--- src/rist_pkg.sv ---
// Shared types, codes and constants for the record id slot table.
`default_nettype none
package rist_pkg;

  localparam int PAGE_COUNT_DEF = 512;
  localparam int SLOTS_PER_PAGE_DEF = 8;
  localparam logic [31:0] ID_MAX = 32'hFFFF_FFFF;

  // Action codes
  localparam logic [2:0] ACT_LOAD    = 3'd0;
  localparam logic [2:0] ACT_DONE    = 3'd1;
  localparam logic [2:0] ACT_STORE   = 3'd2;
  localparam logic [2:0] ACT_DELETE  = 3'd3;
  localparam logic [2:0] ACT_PENDING = 3'd4;
  localparam logic [2:0] ACT_NEWID   = 3'd5;

  // Status codes
  localparam logic [1:0] ST_OK      = 2'd0;
  localparam logic [1:0] ST_ERR     = 2'd1;
  localparam logic [1:0] ST_NONE    = 2'd2;
  localparam logic [1:0] ST_NOTFND  = 2'd3;

  // Configuration register indexes
  localparam logic [1:0] CFG_THRESH = 2'd0;
  localparam logic [1:0] CFG_FPAGE  = 2'd1;
  localparam logic [1:0] CFG_FID    = 2'd2;

  typedef struct packed {
    logic [2:0]  action;
    logic [8:0]  page;
    logic [2:0]  slot;
    logic [31:0] record_id;
  } in_item_t;

  typedef struct packed {
    logic [1:0]  status;
    logic [8:0]  found_page;
    logic [2:0]  found_slot;
    logic [31:0] result_id;
  } out_item_t;

  // Classified command handed from front to back
  typedef struct packed {
    logic [2:0]  action;
    logic        direct;     // answer with stat/page/slot directly, no table walk
    logic        wr;         // direct write of the load slot
    logic [1:0]  stat;
    logic [8:0]  page;
    logic [2:0]  slot;
    logic [31:0] record_id;
  } cmd_t;

endpackage
`default_nettype wire

--- src/rist_front.sv ---
// Front end: accepts commands, classifies them and queues them for the back end.
`default_nettype none
module rist_front #(
  parameter int PAGE_COUNT = rist_pkg::PAGE_COUNT_DEF,
  parameter int SLOTS_PER_PAGE = rist_pkg::SLOTS_PER_PAGE_DEF
) (
  input  wire logic              clk,
  input  wire logic              rst_n,
  input  wire logic              start,
  output logic                   busy,
  input  wire rist_pkg::in_item_t in_item,
  input  wire logic [8:0]        first_page,
  output logic                   cmd_valid,
  output rist_pkg::cmd_t         cmd,
  input  wire logic              cmd_take
);

  rist_pkg::cmd_t q_r [2];
  logic [1:0] cnt_r, cnt_nxt;
  logic       rp_r, wp_r;
  logic       ready_r;
  rist_pkg::cmd_t c;
  logic       acc;

  assign busy = (cnt_r == 2'd2);
  assign acc  = start && !busy;
  assign cmd_valid = (cnt_r != 2'd0);
  assign cmd = q_r[rp_r];

  // classify the incoming transaction
  always_comb begin
    c = '0;
    c.action = in_item.action;
    c.page = in_item.page;
    c.slot = in_item.slot;
    c.record_id = in_item.record_id;
    c.direct = 1'b1;
    c.stat = rist_pkg::ST_ERR;
    c.page = '0;
    c.slot = '0;
    if (in_item.action == rist_pkg::ACT_LOAD) begin
      if (32'(in_item.page) < PAGE_COUNT && 32'(in_item.slot) < SLOTS_PER_PAGE) begin
        c.stat = rist_pkg::ST_OK;
        c.wr = 1'b1;
        c.page = in_item.page;
        c.slot = in_item.slot;
      end
    end else if (in_item.action == rist_pkg::ACT_DONE) begin
      c.stat = rist_pkg::ST_OK;
    end else if (in_item.action > rist_pkg::ACT_NEWID || !ready_r) begin
      c.stat = rist_pkg::ST_ERR;
    end else if (in_item.action == rist_pkg::ACT_NEWID) begin
      c.direct = 1'b0;
    end else if (first_page == 9'd0) begin
      c.stat = rist_pkg::ST_ERR;
    end else begin
      c.direct = 1'b0;
    end
  end

  always_comb begin
    cnt_nxt = cnt_r + {1'b0, acc} - {1'b0, cmd_take};
  end

  // two-entry queue, table ready flag
  always_ff @(posedge clk) begin
    if (!rst_n) begin
      cnt_r <= '0;
      rp_r <= 1'b0;
      wp_r <= 1'b0;
      ready_r <= 1'b0;
    end else begin
      cnt_r <= cnt_nxt;
      if (acc) begin
        wp_r <= ~wp_r;
        if (in_item.action == rist_pkg::ACT_DONE) ready_r <= 1'b1;
      end
      if (cmd_take) rp_r <= ~rp_r;
    end
    if (acc) q_r[wp_r] <= c;
  end

endmodule
`default_nettype wire

--- config.mk ---
export PLATFORM = sky130hd
export DESIGN_NAME = rist_front
export DESIGN_NICKNAME = d
export VERILOG_FILES = /design/src/rist_pkg.sv /design/src/rist_front.sv
export SDC_FILE = /design/constraint.sdc
export NUM_CORES = 1
export LEC_CHECK = 0
export BUFFER_PORTS_ARGS = -buffer_cell sky130_fd_sc_hd__buf_2
export CAP_MARGIN = 20
export CORE_MARGIN = 1.5
export CORE_UTILIZATION = 45
export CTS_CLUSTER_SIZE = 10
export DETAILED_ROUTE_END_ITERATION = 10
export PLACE_DENSITY_LB_ADDON = 0.15
export SLEW_MARGIN = 20
export SYNTH_ARGS = -nofsm -noshare
export SYNTH_HDL_FRONTEND = slang
export SYNTH_SLANG_ARGS = --single-unit
export TNS_END_PERCENT = 1
--- constraint.sdc ---
create_clock -name clk -period 2.8 [get_ports clk]
set_input_delay 0.56 -clock clk [delete_from_list [all_inputs] [get_ports clk]]
set_output_delay 0.56 -clock clk [all_outputs]
set_load 0.005 [all_outputs]
# --- Word level (Yosys, flattened, before mapping) ---
# Memory sizes are Yosys's and may differ from the RTL's. A register that Yosys moved wholly into a read port is not among the register bits.
# Cells that the tools add are included.
word_totals:
  output_inout_bits: 53
  n_memories: 1
  in_bits: 60
  mem_bits_rw: 100
  latchBits: 0
  regBits: 5
  word_cells: 34
  romBits: 0
memory_table:
  columns: ["name", "depth", "width", "rd", "rd_clocked_by_memory_dff", "wr", "line", "rtl"]
  rows:
  - ["q_r", 2, 50, 1, 1, 1, "rist_front.sv:18", "rist_pkg::cmd_t q_r [2];"]
classes:
  n_bitwise: 2
  add_sub_neg: 2
  magnitude_cmp: 1
  reduce_logical: 8
  n_div: 0
  n_eq_ne: 3
  mux: 13
  mul: 0
  shift: 0
ops:
  columns: ["op", "n"]
  rows:
  - ["$mux W1", 12]
  - ["$mux W12", 1]
  - ["$logic_not A9 Y1", 1]
  - ["$eq A3 B1 Y1 const B", 1]
  - ["$eq A3 B3 Y1 const B", 1]
  - ["$gt A3 B3 Y1 const B", 1]
  - ["$logic_not A3 Y1", 1]
  - ["$add A2 B1 Y2", 1]
  - ["$eq A2 B2 Y1 const B", 1]
  - ["$logic_not A1 Y1", 2]
  - ["$not A1 Y1", 2]
  - ["$reduce_and A2 Y1", 1]
  - ["$reduce_bool A2 Y1", 1]
  - ["$sub A2 B1 Y2", 1]
  - ["$logic_and A1 B1 Y1", 1]
  - ["$logic_or A1 B1 Y1", 1]

# --- Longest topological paths before layout ---
logic_depth:
  word_depth: 6
  ltp_mapped: 8
  ltp_nobuf: 8

# --- Worst setup path before layout ---
# Ideal clock, no wire load.
synth_timing:
  kind: "input to register"
  start: "input port start"
  end: "memory q_r[0][0] (netlist bit), enable pin"
  path_slack_ns: 0.460
  arrival_time_ns: 1.936
  setup_ns: 0.404
  cell_stages: 3
  n_path_buf: 0
  cell_sequence: "inv_1 -> or3_1 -> inv_1"
synth_between:
  elab_chain_cells: 3
synth_lines:
  columns: ["element", "line", "rtl"]
  rows:
  - ["start: declaration", "rist_front.sv:9", "input wire logic start,"]
  - ["$logic_and A1 B1 Y1", "rist_front.sv:26", "assign acc = start && !busy;"]
  - ["$mux W1", "rist_front.sv:80", "if (acc) q_r[wp_r] <= c;"]
  - ["$mux W1 (implied by the code)", "rist_front.sv:80", null]
  - ["end: declaration", "rist_front.sv:18", null]
# Every way passes these cells.

==> flow_summary.yaml <==
synth:
  synthesis.area_um2: 4040
  yosys-top-cells-area: "edfxtp_1 (74%), mux2_2 (13%), dfxtp_1 (3.0%)"
  syn_avg_cell_area_um2: 19.1
  seq_area_frac_synth_pct: 77.3
  synth_edf_count: 100
  synth_nets: 274
  synth_warnings: 0
  syn_inst: 212
  synth.distinct_cells: 29
  ys.flop_type: "edfxtp_1"
  synthDominantCellAreaShare_pct: 74.3
  ys_seq_elements: 106
  synthArstFlopShare_pct: 0
  synth_area_leader_cell: "edfxtp_1"
clocking:
  cts-buffers-inserted: 9
  htreeDepth: 3
  cts_resized: 0
  postCtsSetupRepairBufs: 0
  clk_pin_slew_ns: 0.10
  cts_sinks: 106
  root_buffer: "clkbuf_8"
  clock_latency_ns: 0.36
  holdBufCountCts: 0
  clock_path_buffers: 2
  tritoncts: "yes"
place:
  dp_hpwl_um: 4560
  pre_cts_slack_ns: 0.965
  place_congestion: 0.731
  dpl_cell_area_um2: 4730
  port_buffers: 111
power:
  ir_drop_mv: 0.296
  power.share.clock_pct: 25.5
  p_sw_w: 0.000782
  cellPowerDensity_nw_per_um2: 664
  power.leakage_nw: 1.91
  swShare_pct: 24.1
  seq_power_share_pct: 59.6
  combPwrFrac_pct: 14.9
  p_int_w: 0.00247
finish:
  area_growth_pct: 21.2
  final_cell_mix: "buf_2 (111), edfxtp_1 (100), mux2_2 (46)"
  drive_above_1_share_pct: 54.8
  stdcell_area_um2: 4900
  filler_cell_count: 726
  final_common_cell: "buf_2"
  nets: 393
  final_core_util_pct: 56.2
  num_antenna_cells: 0
die:
  dieArea_um2: 9560
  start_util_pct: 46.3
  fp.dieW_um: 97.8
  core_area_um2: 8720
  pin_count: 113
  die_y_um: 97.8
  num_rows: 34
worst_setup_path:
  critPathMaxStageDelay_ns: 0.39
  cp_data_arrival_time_ns: 1.54
  worstSetupPathType: "reg -> out"
  crit_slowest_cell: "mux2_2"
  crit_fanout: 26
  path_buf_inv: 2
  cpLargestDelayFamily: "buffers and inverters"
  endpoint_kind: "output port"
  cp.required_ns: 2.24
  crit_chain: "buf_4 -> mux2_2 -> buf_2"
  r2r_slack_ns: 1.16
  startpoint_type: "flop"
grt:
  grt_max_degree: 51
  grtUsageTotal_pct: 14.7
  antenna_found_initial: 0
  grt_pass1_wl_um: 10600
  grt_pass1_vias: 2151
  overflow: 0
timing:
  finalSetupViolations: 0
  slew_violations: 0
  fmax_mhz: 476
  min_period_ns: 2.10
  rsz0062_at_grt: "false"
  layout_setup_ws_ns: 0.699
  tightest_slew_ns: 0.533
  hold_violations: 0
  max-slew-margin-rel_pct: 64.4
  setup_tns_ns: 0
  fin_crit_sh_pct: 75.0
  fin_worst_skew_ns: 0.00727
run:
  maxCapViolCount: 0
min_path:
  worst_hold_path_type: "in -> reg"
drt:
  vias_per_cell: 4.89
  first_iter_violations: 43
  avgRoutedWirePerCell_um: 15.8
  routed_wl_um: 7010
  vias: 2170
  drc: 0
  first_pass_iters: 4
  ant_nets: 0
status:
  status: "complete, no violations"
path summary, 6_finish.rpt:
kind | startpoint | to | depth (start not counted)
max | flop | cmd[28] | 3
min | in_item[24] | q_r[0][24]$_DFFE_PP_ | 1
max reg2reg | cnt_r[0]$_SDFF_PN0_ | q_r[1][19]$_DFFE_PP_ | 3
min reg2reg | wp_r$_SDFFE_PN0P_ | wp_r$_SDFFE_PN0P_ | 2
Yosys cell counts, types with 2 or more instances:
| cell type | number |
|---|---|
| nor2_1 | 7 |
| dfxtp_1 | 6 |
| buf_2 | 2 |
| mux2_2 | 46 |
| nor3_1 | 2 |
| nand2_1 | 2 |
| ha_1 | 2 |
| buf_6 | 5 |
| and2_1 | 2 |
| inv_1 | 6 |
| mux2_1 | 4 |
| and3_1 | 12 |
| edfxtp_1 | 100 |
stage by stage:
stage | instances | power [W] | hold WS (ns)
detailed placement | 428 | 0.00247 | 0.479
floorplan | 212 | 0.00225 | 0.440
finish | 444 | 0.00325 | 0.384
CTS | 444 | 0.00328 | 0.370
global placement | 428 | 0.00246 | 0.466
global route | 444 | 0.00339 | 0.365
state kept, by name, indices dropped and copies added (netlist names), named ones only:
name	count
ready_r	1
cnt_r	2
q_r	100
wp_r	1
rp_r	1
power by group through the flow:
stage	Combinational (W)	Sequential, W	Clock, W
after detailed placement	0.000496	0.00198	0
after global placement	0.000494	0.00197	0
after CTS	0.000498	0.00194	0.000845
after global routing	0.000535	0.00195	0.000905
after floorplan	0.000278	0.00197	0
final	0.000485	0.00194	0.000829
routing by layer:
metal / part of all wire (%) / track usage, % / wire (um) / vias up
met5: 0 / 0 / 0 / -
li1: - / - / - / 1047
met3: 5.8 / 4.22 / 408 / 8
met4: 1.6 / 6.59 / 112 / 0
met2: 49 / 24.1 / 3440 / 69
met1: 44 / 18.3 / 3050 / 1046
worst reg2reg max path, delay by kind of cell, from the launching register on:
family	cells	cell delay (ns)
AND/OR/NAND/NOR	2	0.69
flip-flops	1	0.36
buffers and inverters	1	0.30
kinds of logic after synthesis:
kind of cell               share of synthesized area [%]
xor gates and xnor gates                           0.434
other                                             0.0928
and+or+nand+nor                                     4.40
buffers and inverters                               2.57
AOI/OAI and AO/OA                                  0.681
DFF                                                 77.3
muxes                                               13.9
adders and majority gates                          0.619
layout make-up:
type,instances,area (um^2),share of cell area (%)
timing repair buffer,117,626,12.8
clock inverter,6,43.8,0.894
tap,108,135,2.76
clock buffer,10,128,2.61
multi-input combinational,90,815,16.6
inverter,7,26.3,0.537
sequential,106,3120,63.8
Note: power is estimated with default switching activity, not from simulation.
